## src/hdl/tlvni_pkg.sv

```systemverilog
package tlvni_pkg;

    localparam int ORDER_W     = 4;
    localparam int KIND_W      = 2;
    localparam int NODE_W      = 12;
    localparam int POS_W       = 12;
    localparam int CFG_IDX_W   = 2;
    localparam int CFG_DATA_W  = 4;
    localparam int BASE_W      = ORDER_W + 1;
    localparam int RECIP_W     = 16;
    localparam int RECIP_SHIFT = 16;
    localparam int QUOT_W      = NODE_W - 1;
    localparam int KDIG_W      = NODE_W - 2;
    localparam int CALC_W      = POS_W + 1;

    localparam int MAX_ORDER_DEF = 15;

    // register indexes
    localparam logic [CFG_IDX_W-1:0] REG_ELEMENT_ORDER = 2'd0;
    localparam logic [CFG_IDX_W-1:0] REG_GEOMETRY_KIND = 2'd1;

    // geometry kinds
    localparam logic [KIND_W-1:0] KIND_POINT   = 2'd0;
    localparam logic [KIND_W-1:0] KIND_SEGMENT = 2'd1;
    localparam logic [KIND_W-1:0] KIND_QUAD    = 2'd2;
    localparam logic [KIND_W-1:0] KIND_HEX     = 2'd3;

    localparam logic [ORDER_W-1:0] ORDER_RESET = 4'd1;
    localparam logic [KIND_W-1:0]  KIND_RESET  = KIND_HEX;

    // node request entering the digit split
    typedef struct packed {
        logic                valid;
        logic [NODE_W-1:0]   node;
        logic [ORDER_W-1:0]  p;
        logic [KIND_W-1:0]   kind;
    } t_req;

    // digits of one node, leaving the digit split
    typedef struct packed {
        logic                valid;
        logic [ORDER_W-1:0]  p;
        logic [KIND_W-1:0]   kind;
        logic [ORDER_W-1:0]  i;
        logic [ORDER_W-1:0]  j;
        logic [ORDER_W-1:0]  k;
        logic                oor;
    } t_digits;

    // ceil(2^16 / n) for n = 2..16; exact floor division for any 12-bit dividend
    function automatic logic [RECIP_W-1:0] recip(input logic [BASE_W-1:0] n);
        logic [RECIP_W-1:0] r;
        case (n)
            5'd2:    r = 16'd32768;
            5'd3:    r = 16'd21846;
            5'd4:    r = 16'd16384;
            5'd5:    r = 16'd13108;
            5'd6:    r = 16'd10923;
            5'd7:    r = 16'd9363;
            5'd8:    r = 16'd8192;
            5'd9:    r = 16'd7282;
            5'd10:   r = 16'd6554;
            5'd11:   r = 16'd5958;
            5'd12:   r = 16'd5462;
            5'd13:   r = 16'd5042;
            5'd14:   r = 16'd4682;
            5'd15:   r = 16'd4370;
            5'd16:   r = 16'd4096;
            default: r = 16'd0;
        endcase
        return r;
    endfunction

endpackage

```

## src/hdl/tlvni_split.sv

```systemverilog
module tlvni_split (
    input  logic                 i_clk,
    input  logic                 i_rst_n,
    input  tlvni_pkg::t_req      i_req,
    output tlvni_pkg::t_digits   o_dig
);

    localparam int NODE_W  = tlvni_pkg::NODE_W;
    localparam int ORDER_W = tlvni_pkg::ORDER_W;
    localparam int KIND_W  = tlvni_pkg::KIND_W;
    localparam int BASE_W  = tlvni_pkg::BASE_W;
    localparam int RECIP_W = tlvni_pkg::RECIP_W;
    localparam int SH      = tlvni_pkg::RECIP_SHIFT;
    localparam int QUOT_W  = tlvni_pkg::QUOT_W;
    localparam int KDIG_W  = tlvni_pkg::KDIG_W;
    localparam int PB_W    = NODE_W + RECIP_W;
    localparam int PC_W    = QUOT_W + RECIP_W;

    // stage A: captured request with its reciprocal
    logic                 r_a_valid;
    logic [NODE_W-1:0]    r_a_node;
    logic [ORDER_W-1:0]   r_a_p;
    logic [KIND_W-1:0]    r_a_kind;
    logic [RECIP_W-1:0]   r_a_recip;

    // stage B: first quotient node / n
    logic                 r_b_valid;
    logic [NODE_W-1:0]    r_b_node;
    logic [ORDER_W-1:0]   r_b_p;
    logic [KIND_W-1:0]    r_b_kind;
    logic [RECIP_W-1:0]   r_b_recip;
    logic [QUOT_W-1:0]    r_b_q;

    // stage C: i digit and second quotient
    logic                 r_c_valid;
    logic [NODE_W-1:0]    r_c_node;
    logic [ORDER_W-1:0]   r_c_p;
    logic [KIND_W-1:0]    r_c_kind;
    logic [QUOT_W-1:0]    r_c_q;
    logic [ORDER_W-1:0]   r_c_i;
    logic [KDIG_W-1:0]    r_c_k;

    // stage D: output digits
    logic                 r_d_valid;
    logic [ORDER_W-1:0]   r_d_p;
    logic [KIND_W-1:0]    r_d_kind;
    logic [ORDER_W-1:0]   r_d_i;
    logic [ORDER_W-1:0]   r_d_j;
    logic [ORDER_W-1:0]   r_d_k;
    logic                 r_d_oor;

    logic [BASE_W-1:0]    n_a_base;
    logic [PB_W-1:0]      n_b_prod;
    logic [PC_W-1:0]      n_c_prod;
    logic [NODE_W-1:0]    n_c_qn;
    logic [NODE_W-1:0]    n_c_rem;
    logic [BASE_W-1:0]    n_c_base;
    logic [BASE_W-1:0]    n_d_base;
    logic [QUOT_W-1:0]    n_d_kn;
    logic [QUOT_W-1:0]    n_d_jhex;
    logic [ORDER_W-1:0]   n_d_j;
    logic                 n_d_oor;

    // reciprocal lookup on the incoming base
    assign n_a_base = BASE_W'(i_req.p) + BASE_W'(1);

    // quotient by reciprocal multiply
    assign n_b_prod = PB_W'(r_a_node) * PB_W'(r_a_recip);

    // remainder and quotient of the quotient
    assign n_c_base = BASE_W'(r_b_p) + BASE_W'(1);
    assign n_c_qn   = NODE_W'(r_b_q) * NODE_W'(n_c_base);
    assign n_c_rem  = r_b_node - n_c_qn;
    assign n_c_prod = PC_W'(r_b_q) * PC_W'(r_b_recip);

    // j digit and node count check
    assign n_d_base = BASE_W'(r_c_p) + BASE_W'(1);
    assign n_d_kn   = QUOT_W'(r_c_k) * QUOT_W'(n_d_base);
    assign n_d_jhex = r_c_q - n_d_kn;

    always_comb begin
        n_d_j   = n_d_jhex[ORDER_W-1:0];
        n_d_oor = 1'b0;
        case (r_c_kind)
            tlvni_pkg::KIND_POINT: begin
                n_d_oor = (r_c_node != '0);
            end
            tlvni_pkg::KIND_SEGMENT: begin
                n_d_oor = (r_c_q != '0);
            end
            tlvni_pkg::KIND_QUAD: begin
                n_d_j   = r_c_q[ORDER_W-1:0];
                n_d_oor = (r_c_q >= QUOT_W'(n_d_base));
            end
            default: begin
                n_d_oor = (r_c_k >= KDIG_W'(n_d_base));
            end
        endcase
    end

    // advance valid bits
    always_ff @(posedge i_clk) begin
        if (!i_rst_n) begin
            r_a_valid <= 1'b0;
            r_b_valid <= 1'b0;
            r_c_valid <= 1'b0;
            r_d_valid <= 1'b0;
        end else begin
            r_a_valid <= i_req.valid;
            r_b_valid <= r_a_valid;
            r_c_valid <= r_b_valid;
            r_d_valid <= r_c_valid;
        end
    end

    // advance payload
    always_ff @(posedge i_clk) begin
        r_a_node  <= i_req.node;
        r_a_p     <= i_req.p;
        r_a_kind  <= i_req.kind;
        r_a_recip <= tlvni_pkg::recip(n_a_base);

        r_b_node  <= r_a_node;
        r_b_p     <= r_a_p;
        r_b_kind  <= r_a_kind;
        r_b_recip <= r_a_recip;
        r_b_q     <= n_b_prod[SH+QUOT_W-1:SH];

        r_c_node  <= r_b_node;
        r_c_p     <= r_b_p;
        r_c_kind  <= r_b_kind;
        r_c_q     <= r_b_q;
        r_c_i     <= n_c_rem[ORDER_W-1:0];
        r_c_k     <= n_c_prod[SH+KDIG_W-1:SH];

        r_d_p     <= r_c_p;
        r_d_kind  <= r_c_kind;
        r_d_i     <= r_c_i;
        r_d_j     <= n_d_j;
        r_d_k     <= r_c_k[ORDER_W-1:0];
        r_d_oor   <= n_d_oor;
    end

    assign o_dig = '{valid: r_d_valid, p: r_d_p, kind: r_d_kind, i: r_d_i,
                     j: r_d_j, k: r_d_k, oor: r_d_oor};

endmodule

```

## src/hdl/tensor_lagrange_vtk_node_index.sv

```systemverilog
// Lexicographic to VTK node position for Lagrange point, segment, quad and hex
// elements of order element_order (clamped to 1..MAX_ORDER).
//
// Request channel: drive the node number on i_node_number and raise start. A
// request is taken at every rising edge where start is high and busy is low;
// busy is always low, so one request per cycle is taken with no gaps.
// Result channel: o_vtk_position and o_out_of_range hold for exactly one cycle
// while o_strobe is high. Results leave in request order. The receiver cannot
// hold off results, and none is needed: the six register stages (reciprocal
// lookup, two reciprocal-multiply quotients, digit fix-up, offset products,
// final sum) never stall.
// Config channel: i_cfg_valid with i_cfg_index and i_cfg_data; o_cfg_ready is
// always high. Index 0 writes element_order, index 1 writes geometry_kind,
// others are dropped. Write only while no result is pending.
// Reset (synchronous, active low) empties the pipeline and restores order 1
// and hexahedron geometry.
module tensor_lagrange_vtk_node_index #(
    parameter int MAX_ORDER = tlvni_pkg::MAX_ORDER_DEF
) (
    input  logic                                i_clk,
    input  logic                                i_rst_n,
    input  logic                                start,
    output logic                                busy,
    input  logic [tlvni_pkg::NODE_W-1:0]        i_node_number,
    output logic                                o_strobe,
    output logic [tlvni_pkg::POS_W-1:0]         o_vtk_position,
    output logic                                o_out_of_range,
    input  logic                                i_cfg_valid,
    output logic                                o_cfg_ready,
    input  logic [tlvni_pkg::CFG_IDX_W-1:0]     i_cfg_index,
    input  logic [tlvni_pkg::CFG_DATA_W-1:0]    i_cfg_data
);

    localparam int ORDER_W = tlvni_pkg::ORDER_W;
    localparam int KIND_W  = tlvni_pkg::KIND_W;
    localparam int POS_W   = tlvni_pkg::POS_W;
    localparam int CW      = tlvni_pkg::CALC_W;
    localparam int PM_W    = 2 * ORDER_W;
    localparam int PG_W    = 3 * ORDER_W;

    logic [ORDER_W-1:0]   r_element_order;
    logic [KIND_W-1:0]    r_geometry_kind;
    logic [ORDER_W-1:0]   n_p;

    tlvni_pkg::t_req      n_req;
    tlvni_pkg::t_digits   w_dig;

    // stage E: offset products and boundary flags
    logic                 r_e_valid;
    logic [ORDER_W-1:0]   r_e_p;
    logic [ORDER_W-1:0]   r_e_m;
    logic [KIND_W-1:0]    r_e_kind;
    logic [ORDER_W-1:0]   r_e_i;
    logic [ORDER_W-1:0]   r_e_j;
    logic [ORDER_W-1:0]   r_e_k;
    logic                 r_e_oor;
    logic                 r_e_ib;
    logic                 r_e_jb;
    logic                 r_e_kb;
    logic [PM_W-1:0]      r_e_mk;
    logic [PM_W-1:0]      r_e_mj;
    logic [PM_W-1:0]      r_e_f;

    // output registers
    logic                 r_o_strobe;
    logic [POS_W-1:0]     r_o_pos;
    logic                 r_o_oor;

    logic [ORDER_W-1:0]   n_e_m;
    logic [ORDER_W-1:0]   n_e_km1;
    logic [ORDER_W-1:0]   n_e_jm1;
    logic [PG_W-1:0]      n_g;
    logic [CW-1:0]        n_pos;

    // config writes
    always_ff @(posedge i_clk) begin
        if (!i_rst_n) begin
            r_element_order <= tlvni_pkg::ORDER_RESET;
            r_geometry_kind <= tlvni_pkg::KIND_RESET;
        end else if (i_cfg_valid) begin
            case (i_cfg_index)
                tlvni_pkg::REG_ELEMENT_ORDER: r_element_order <= i_cfg_data[ORDER_W-1:0];
                tlvni_pkg::REG_GEOMETRY_KIND: r_geometry_kind <= i_cfg_data[KIND_W-1:0];
                default: ;
            endcase
        end
    end

    assign o_cfg_ready = 1'b1;
    assign busy        = 1'b0;

    // clamp order into 1..MAX_ORDER
    always_comb begin
        n_p = r_element_order;
        if (n_p == '0) begin
            n_p = ORDER_W'(1);
        end
        if (int'(n_p) > MAX_ORDER) begin
            n_p = ORDER_W'(MAX_ORDER);
        end
    end

    assign n_req.valid = start && !busy;
    assign n_req.node  = i_node_number;
    assign n_req.p     = n_p;
    assign n_req.kind  = r_geometry_kind;

    tlvni_split u_split (
        .i_clk   (i_clk),
        .i_rst_n (i_rst_n),
        .i_req   (n_req),
        .o_dig   (w_dig)
    );

    // interior offsets m*(k-1), m*(j-1) and face size m*m
    assign n_e_m   = w_dig.p - ORDER_W'(1);
    assign n_e_km1 = w_dig.k - ORDER_W'(1);
    assign n_e_jm1 = w_dig.j - ORDER_W'(1);

    always_ff @(posedge i_clk) begin
        if (!i_rst_n) begin
            r_e_valid <= 1'b0;
        end else begin
            r_e_valid <= w_dig.valid;
        end
    end

    always_ff @(posedge i_clk) begin
        r_e_p    <= w_dig.p;
        r_e_m    <= n_e_m;
        r_e_kind <= w_dig.kind;
        r_e_i    <= w_dig.i;
        r_e_j    <= w_dig.j;
        r_e_k    <= w_dig.k;
        r_e_oor  <= w_dig.oor;
        r_e_ib   <= (w_dig.i == '0) || (w_dig.i == w_dig.p);
        r_e_jb   <= (w_dig.j == '0) || (w_dig.j == w_dig.p);
        r_e_kb   <= (w_dig.k == '0) || (w_dig.k == w_dig.p);
        r_e_mk   <= PM_W'(n_e_m) * PM_W'(n_e_km1);
        r_e_mj   <= PM_W'(n_e_m) * PM_W'(n_e_jm1);
        r_e_f    <= PM_W'(n_e_m) * PM_W'(n_e_m);
    end

    // final position by node class
    assign n_g = PG_W'(r_e_f) * PG_W'(r_e_k - ORDER_W'(1));

    always_comb begin
        logic [CW-1:0] m;
        logic [CW-1:0] f;
        logic [CW-1:0] im1;
        logic [CW-1:0] jm1;
        logic [CW-1:0] km1;
        logic [CW-1:0] corner;
        logic [CW-1:0] jsel;
        logic [CW-1:0] isel;
        logic [CW-1:0] ksel;
        logic [CW-1:0] base1;
        logic [1:0]    nb;
        logic          inz;
        logic          jnz;
        logic          knz;

        m     = CW'(r_e_m);
        f     = CW'(r_e_f);
        im1   = CW'(r_e_i) - CW'(1);
        jm1   = CW'(r_e_j) - CW'(1);
        km1   = CW'(r_e_k) - CW'(1);
        inz   = (r_e_i != '0);
        jnz   = (r_e_j != '0);
        knz   = (r_e_k != '0);
        corner = inz ? (jnz ? CW'(2) : CW'(1)) : (jnz ? CW'(3) : CW'(0));
        jsel  = jnz ? CW'(2) * m : '0;
        isel  = inz ? m : CW'(3) * m;
        ksel  = knz ? CW'(4) * m : '0;
        base1 = CW'(8) + CW'(12) * m;
        nb    = 2'(r_e_ib) + 2'(r_e_jb) + 2'(r_e_kb);
        n_pos = '0;

        case (r_e_kind)
            tlvni_pkg::KIND_POINT: begin
                n_pos = '0;
            end
            tlvni_pkg::KIND_SEGMENT: begin
                if (r_e_i == '0) begin
                    n_pos = '0;
                end else if (r_e_i == r_e_p) begin
                    n_pos = CW'(1);
                end else begin
                    n_pos = CW'(r_e_i) + CW'(1);
                end
            end
            tlvni_pkg::KIND_QUAD: begin
                if (r_e_ib && r_e_jb) begin
                    n_pos = corner;
                end else if (r_e_jb) begin
                    n_pos = CW'(4) + im1 + jsel;
                end else if (r_e_ib) begin
                    n_pos = CW'(4) + jm1 + isel;
                end else begin
                    n_pos = CW'(4) + CW'(4) * m + im1 + CW'(r_e_mj);
                end
            end
            default: begin
                case (nb)
                    2'd3: begin
                        n_pos = corner + (knz ? CW'(4) : CW'(0));
                    end
                    2'd2: begin
                        if (!r_e_ib) begin
                            n_pos = CW'(8) + im1 + jsel + ksel;
                        end else if (!r_e_jb) begin
                            n_pos = CW'(8) + jm1 + isel + ksel;
                        end else begin
                            n_pos = CW'(8) + CW'(8) * m + km1
                                  + m * (inz ? (jnz ? CW'(3) : CW'(1))
                                             : (jnz ? CW'(2) : CW'(0)));
                        end
                    end
                    2'd1: begin
                        if (r_e_ib) begin
                            n_pos = base1 + jm1 + CW'(r_e_mk) + (inz ? f : '0);
                        end else if (r_e_jb) begin
                            n_pos = base1 + CW'(2) * f + im1 + CW'(r_e_mk)
                                  + (jnz ? f : '0);
                        end else begin
                            n_pos = base1 + CW'(4) * f + im1 + CW'(r_e_mj)
                                  + (knz ? f : '0);
                        end
                    end
                    default: begin
                        n_pos = base1 + CW'(6) * f + im1 + CW'(r_e_mj) + CW'(n_g);
                    end
                endcase
            end
        endcase
    end

    // register results; out-of-range nodes report position zero
    always_ff @(posedge i_clk) begin
        if (!i_rst_n) begin
            r_o_strobe <= 1'b0;
        end else begin
            r_o_strobe <= r_e_valid;
        end
    end

    always_ff @(posedge i_clk) begin
        r_o_oor <= r_e_oor;
        r_o_pos <= r_e_oor ? '0 : n_pos[POS_W-1:0];
    end

    assign o_strobe       = r_o_strobe;
    assign o_vtk_position = r_o_pos;
    assign o_out_of_range = r_o_oor;

endmodule

```

## config.mk

```make
export PLATFORM = sky130hd
export DESIGN_NAME = tensor_lagrange_vtk_node_index
export DESIGN_NICKNAME = d
export VERILOG_FILES = /design/src/hdl/tlvni_pkg.sv /design/src/hdl/tlvni_split.sv /design/src/hdl/tensor_lagrange_vtk_node_index.sv
export SDC_FILE = /design/constraint.sdc
export NUM_CORES = 2
export LEC_CHECK = 0
export ABC_CLOCK_PERIOD_IN_PS = 15800
export BUFFER_PORTS_ARGS = -buffer_cell sky130_fd_sc_hd__buf_2
export CORE_ASPECT_RATIO = 1.4
export CORE_MARGIN = 2
export CORE_UTILIZATION = 65
export CTS_CLUSTER_DIAMETER = 60
export CTS_CLUSTER_SIZE = 20
export DETAILED_ROUTE_END_ITERATION = 6
export GPL_TIMING_DRIVEN = 0
export PLACE_DENSITY = 0.82
export RECOVER_POWER = 50
export SYNTH_ARGS = -nofsm -noshare
export SYNTH_HDL_FRONTEND = slang
export SYNTH_HIERARCHICAL = 1
export SYNTH_SLANG_ARGS = --single-unit
```

## constraint.sdc

```tcl
create_clock -name i_clk -period 15.8 [get_ports i_clk]
set_input_delay 3.16 -clock i_clk [delete_from_list [all_inputs] [get_ports i_clk]]
set_output_delay 3.16 -clock i_clk [all_outputs]
set_load 0.1 [all_outputs]
```

== Word level (Yosys, flattened, before mapping) ==
Memories as Yosys holds them, arrays and structs flattened. A register that Yosys moved wholly into a read port is not among the register bits.
Cells that the tools add are included.

* Input bits: 22
* Word-level logic and storage cells: 164
* Memories kept: 1
* Output and inout bits: 16
* RAM bits: 0
* Bits in registers: 200
* Bits in latches: 0
* Bits in read-only memories: 512

* Bitwise logic cells: 0
* Eq/ne operators: 12
* Order comparisons: 2
* Reductions and logical operators: 19
* Div/mod/pow operators: 0
* Mux-type cells: 27
* Multipliers: 12
* Shift-type cells: 0
* Add/sub/neg operators: 48

{| class="wikitable"
|+ Memories
! memory !! words !! width !! rd ports !! clocked after memory_dff !! write ports !! RTL line !! source
|-
| (name not given) || 32 || 16 || 1 || 1 || 0 || tlvni_pkg.sv:53 || <nowiki>case (n)</nowiki>
|}

{| class="wikitable"
|+ Operators with widths
! operator !! count
|-
| 12-bit 2-to-1 mux || 7
|-
| 12-bit one-hot mux with 3 select lines || 2
|-
| 12-bit by 8-bit adder with 12-bit output || 4
|-
| 12-bit by 16-bit multiplier with 27-bit output || 1
|-
| 11-bit by 16-bit multiplier with 26-bit output || 1
|-
| 12-bit adder || 2
|-
| 12-bit by 9-bit adder with 12-bit output || 2
|-
| 4-bit by 4-bit multiplier with 8-bit output || 3
|-
| 8-bit 2-to-1 mux || 3
|-
| 4-bit by 1-bit adder with 5-bit output, second input constant || 4
|-
| 9-bit by 9-bit adder with 10-bit output || 2
|-
| 4-bit zero test || 5
|-
| 4-bit by 1-bit subtractor with 5-bit output, second input constant || 4
|-
| 6-bit by 7-bit adder with 8-bit output || 2
|-
| 4-bit == test || 4
|-
| 5-bit 2-to-1 mux || 3
|-
| 6-bit by 6-bit adder with 7-bit output || 2
|-
| 11-bit by 5-bit adder with 12-bit output || 1
|-
| 11-bit by 9-bit adder with 12-bit output || 1
|-
| 12-bit by 5-bit adder with 12-bit output || 1
|-
| 4-bit by 5-bit adder with 6-bit output, first input constant || 2
|-
| 5-bit by 5-bit adder with 6-bit output, first input constant || 2
|-
| 9-bit by 11-bit adder with 12-bit output || 1
|-
| 2-bit by 4-bit multiplier with 6-bit output, first input constant || 2
|-
| 36 further kinds || 59
|}

== Longest topological paths before layout ==
* Word-level depth: 10
* Depth in mapped cells: 25
* Mapped depth without buffers: 25

== By module ==
Netlist, hierarchy kept.

{| class="wikitable"
|+ By module, submodules not included
! module !! cells an instance !! sequential area each (µm²) !! area an instance (µm²) !! times used
|-
| tlvni_split || 1671 || 2902.8 || 15544.9 || 1
|-
| tensor_lagrange_vtk_node_index || 1413 || 1381.3 || 12240.5 || 1
|}

== Least setup slack after synthesis ==
Ideal clock, no wire load.

* Path kind: register -> register
* From: reg r_e_f[0]
* To: reg r_o_pos[11] (netlist: o_vtk_position[11])
* Required time: 15.669 ns
* Library setup time: 0.131 ns
* Period minus slack after synthesis: 6.064 ns
* Data arrival time: 5.933 ns
* Path slack: 9.736 ns
* Cell stages (with the launch flop): 21
* Buffers on the path: 0
* Cells stage by stage: dfxtp_1 > ha_1 > inv_1 > fa_1 > inv_1 > ha_1 > fa_1 > fa_1 > inv_1 > fa_1 > inv_1 > fa_1 > fa_1 > fa_1 > a211oi_1 > o21ai_0 > a21oi_1 > xnor2_1 > o2111ai_1 > o311ai_1 > a21oi_1

* Cells in the longest elaborated chain, start to end: 8
* Elaborated cells on any way between the ends: 22
* Those cells by class: add/sub (13); mul (2); mux (7)

{| class="wikitable"
|+ Ends and longest elaborated chain
! what !! RTL line !! source
|-
| start: declaration || tensor_lagrange_vtk_node_index.sv:62 || <nowiki>logic [PM_W-1:0] r_e_f;</nowiki>
|-
| start signal: assignment || tensor_lagrange_vtk_node_index.sv:141 || <nowiki>r_e_f <= PM_W'(n_e_m) * PM_W'(n_e_m);</nowiki>
|-
| parallel branches: the longest is 6 deep, another holds 9-bit by 11-bit adder with 12-bit output || - ||
|-
| 12-bit one-hot mux with 3 select lines * || tensor_lagrange_vtk_node_index.sv:204 || <nowiki>case (nb)</nowiki>
|-
| 12-bit one-hot mux with 3 select lines * || tensor_lagrange_vtk_node_index.sv:179 || <nowiki>case (r_e_kind)</nowiki>
|-
| end signal: assignment || tensor_lagrange_vtk_node_index.sv:249 || <nowiki>r_o_pos <= r_e_oor ? '0 : n_pos[POS_W-1:0];</nowiki>
|-
| end: declaration || tensor_lagrange_vtk_node_index.sv:66 || <nowiki>logic [POS_W-1:0] r_o_pos;</nowiki>
|}

Mark *: on every way between the ends.
A chain may end at the register's enable or synchronous reset.

== Worst setup path after layout ==
* From: reg r_e_f[0]
* To: reg r_o_pos[7] (netlist: o_vtk_position[7])

The elaborated chain is that of the path after synthesis.

==> run_results.csv <==
group,metric,value,unit
detailed_routing,drc,1,
power_and_ir_drop,power_density,146,nW/um^2
cts,htree_levels,1,
worst_setup_path,crit_path_end_kind,"register",
global_route,overflow,0,
synthesis,synth_ff_type,"dfxtp_1",
die,die-area,44400,sq um
global_route,grt_pass1_vias,23700,
power_and_ir_drop,p_int,2030,uW
timing,drv_slew,0,
place,gp_congestion,1.03,
cts,ctsLongestPathBuffers,3,
detailed_routing,vias_per_cell,5.88,
synthesis,synthSimpleGateAreaFrac,14.4,%
worst_setup_path,rr_startpoint,"r_e_f[0]",
timing,setup_viol_count_final,0,
min_path,min_from,"u_split/r_a_p[3]",
synthesis,ys_ff_latch,214,
timing,tightest_slew,1.10,ns
timing,hold_ws,0.321,ns
die,rows,89,
synthesis,yosysWarnings,6,
power_and_ir_drop,peakVddDrop,0.114,mV
synthesis,yosysUniqueCellTypes,87,
cts,cts_resized,0,
timing,finalSetupTns,0,ns
synthesis,synth_mux_area_share,1.24,%
synthesis,synth_edf_count,0,
die,die_y,249,um
timing,slew_headroom,26.6,%
synthesis,syn_inst,3084,
synthesis,synthAdderAreaFrac,44.9,%
outcome,violations,"DRC",
cells_and_area,final_cell_mix,"inv_1 (593), fa_1 (397), ha_1 (362)",
cts,cts_tree,"built",
cells_and_area,areaGrowthSynthToFinish,5.80,%
cells_and_area,layout.nets,3930,
worst_setup_path,critPathKind,"register to register",
timing,skew,0.0151,ns
timing,fmax,0.132,GHz
worst_setup_path,critPathLaunchType,"register",
cts,post_cts_buffers,0,
cells_and_area,mostFrequentLayoutCell,"inv_1",
detailed_routing,wirelength,79.0,mm
power_and_ir_drop,p_leak,0.0150,uW
cts,clock_latency,0.54,ns
cells_and_area,drive_above_1_share,3.86,%
power_and_ir_drop,p_comb_share,69.6,%
worst_setup_path,critPathRequiredTime,16.19,ns
synthesis,synth_xor_area_share,5.37,%
synthesis,synth-async-reset-ratio,0,%
synthesis,synth.area.top_cells,"fa_1 (29%), ha_1 (16%), dfxtp_1 (15%)",
global_route,grt_pass1_wl,125,mm
cts,cts_made_buffers,20,
detailed_routing,ant_nets,0,
power_and_ir_drop,seqPwrFrac,18.4,%
timing,period_minus_slack,7.57,ns
outcome,outcome,"finished, violations left",
min_path,min_path_type,"register to register",
synthesis,ys_seq_area_share,15.4,%
cts,cts-root-buf,"clkbuf_16",
die,io_pins,38,
worst_setup_path,startpoint,"r_e_f[0]",
global_route,grt_max_degree,23,
timing,period_share,47.9,%
synthesis,avgSynthCellArea,9.01,sq um
die,start_util,65.8,%
global_route,grt_usage,36.9,%
detailed_routing,first_pass_iters,7,
power_and_ir_drop,sw_frac_of_total,52.9,%
die,die_w,179,um
worst_setup_path,critPathMaxFanout,8,
die,core_region_area,42200,sq um
run,max-cap-violations,0,
synthesis,synth_top_family_by_area,"adder cells",
global_route,antenna_found_initial,1,
synthesis,synth_area,27800,sq um
detailed_routing,drt_iter0_markers,1301,
synthesis,synth_top_cell_by_area,"fa_1",
cts,holdBufCountCts,0,
worst_setup_path,crit_arrival,7.96,ns
detailed_routing,routedWlPerCell,21.3,um
synthesis,synth_compound_area_share,9.09,%
power_and_ir_drop,switchingPower,2280,uW
cts,numClockSinks,214,
detailed_routing,dr_total_vias,21800,
place,port-buffer-count,35,
place,place.detailed.hpwl,65.3,mm
timing,final_hold_viol_count,0,
cts,clkSlewWorstSetupHoldPaths,0.08,ns
power_and_ir_drop,clockPowerShare,11.9,%
timing,rsz0062_at_grt,"false",
synthesis,yosysTopAreaCellShare,28.6,%
layout make-up:
class / count / area, sq um
inverters: 598 / 2240
fillers: 3348 / 12800
plain buffers: 100 / 412
repair buffers: 35 / 175
diodes: 1 / 2.50
multi-input cells: 2180 / 20900
flip-flops and latches: 214 / 4280
well taps: 546 / 683
clock inverters: 12 / 209
clock buffers: 21 / 504
layer usage:
| metal | global-route usage [%] | up-vias | routed length (um) |
|---|---|---|---|
| li1 | - | 9855 | - |
| met1 | 37.7 | 10600 | 25900 |
| met2 | 65.6 | 892 | 40300 |
| met3 | 5.24 | 419 | 4290 |
| met4 | 30.2 | 2 | 8470 |
| met5 | 0 | - | 10 |
flip-flops by register name, indices dropped and copies added (netlist names), 8 cells and up:
signal	cells
u_split/r_c_k	10
r_e_mk	8
u_split/r_c_node	12
r_e_mj	8
u_split/r_b_q	11
u_split/r_c_q	11
u_split/r_b_recip	16
u_split/r_b_node	12
o_vtk_position	12
u_split/r_a_node	12
u_split/r_a_recip	16
metrics by stage:
step	setup WS [ns]	util, %	total power (uW)	instances	cell area (sq um)
after detailed placement	8.43	67.9	3730	3673	28700
final	8.23	69.7	4300	3707	29400
after global placement	8.42	67.9	3650	3673	28700
after global routing	8.14	69.6	4640	3706	29400
after CTS	8.41	69.6	4260	3706	29400
after floorplan	9.74	-	2800	3092	27800
power groups by stage:
stage          clock network [uW]  logic [uW]  registers, uW
2_1_floorplan                   0        2040            767
3_3_place_gp                    0        2850            796
3_5_place_dp                    0        2920            801
4_1_cts                       522        2950            789
5_1_grt                       539        3300            801
6_report                      513        3000            793
cell families after synthesis:
family                   count (synthesis)
XOR/XNOR                               168
other                                    2
AO/OA/AOI/OAI                          394
buffers and inverters                  698
adder cells (fa/ha/maj)                759
AND/OR/NAND/NOR                        820
multiplexers                            29
flip-flops                             214
worst max-delay path, cell delays in order (launching register included):
cell	delay, ns
dfxtp_1	0.71
ha_1	0.36
inv_1	0.07
fa_1	0.62
inv_1	0.07
ha_1	0.22
and2_1	0.17
a31oi_1	0.18
nor2_1	0.07
nor3_1	0.69
fa_1	0.55
inv_1	0.11
fa_1	0.41
inv_1	0.08
fa_1	0.41
inv_1	0.09
fa_1	0.41
ha_1	0.32
ha_1	0.36
xnor2_1	0.21
o21ai_0	0.69
nor3b_1	0.14
o21ai_0	0.34
o311ai_1	0.16
synthesized netlist by cell type, types with 19 or more instances:
cell,count
nor3_1,28
o21ai_1,19
inv_1,593
nor2_1,119
o21bai_1,19
ha_1,362
mux2i_1,21
a21o_1,33
nor2b_1,31
fa_1,397
clkbuf_1,84
dfxtp_1,214
xor2_1,68
a21oi_1,120
a211oi_1,27
and2_1,163
xnor2_1,98
nand2_1,339
o21ai_0,57
nand2b_1,28
nand3_1,28
path summary, 6_finish.rpt:
check                           end  slack [ns]  cells after the start
setup reg to reg  o_vtk_position[7]        8.23                     23
setup / recovery  o_vtk_position[7]        8.23                     23
hold / removal     u_split/r_b_p[3]        0.32                      0
hold reg to reg    u_split/r_b_p[3]        0.32                      0
Power figures use the tool's default switching activity.
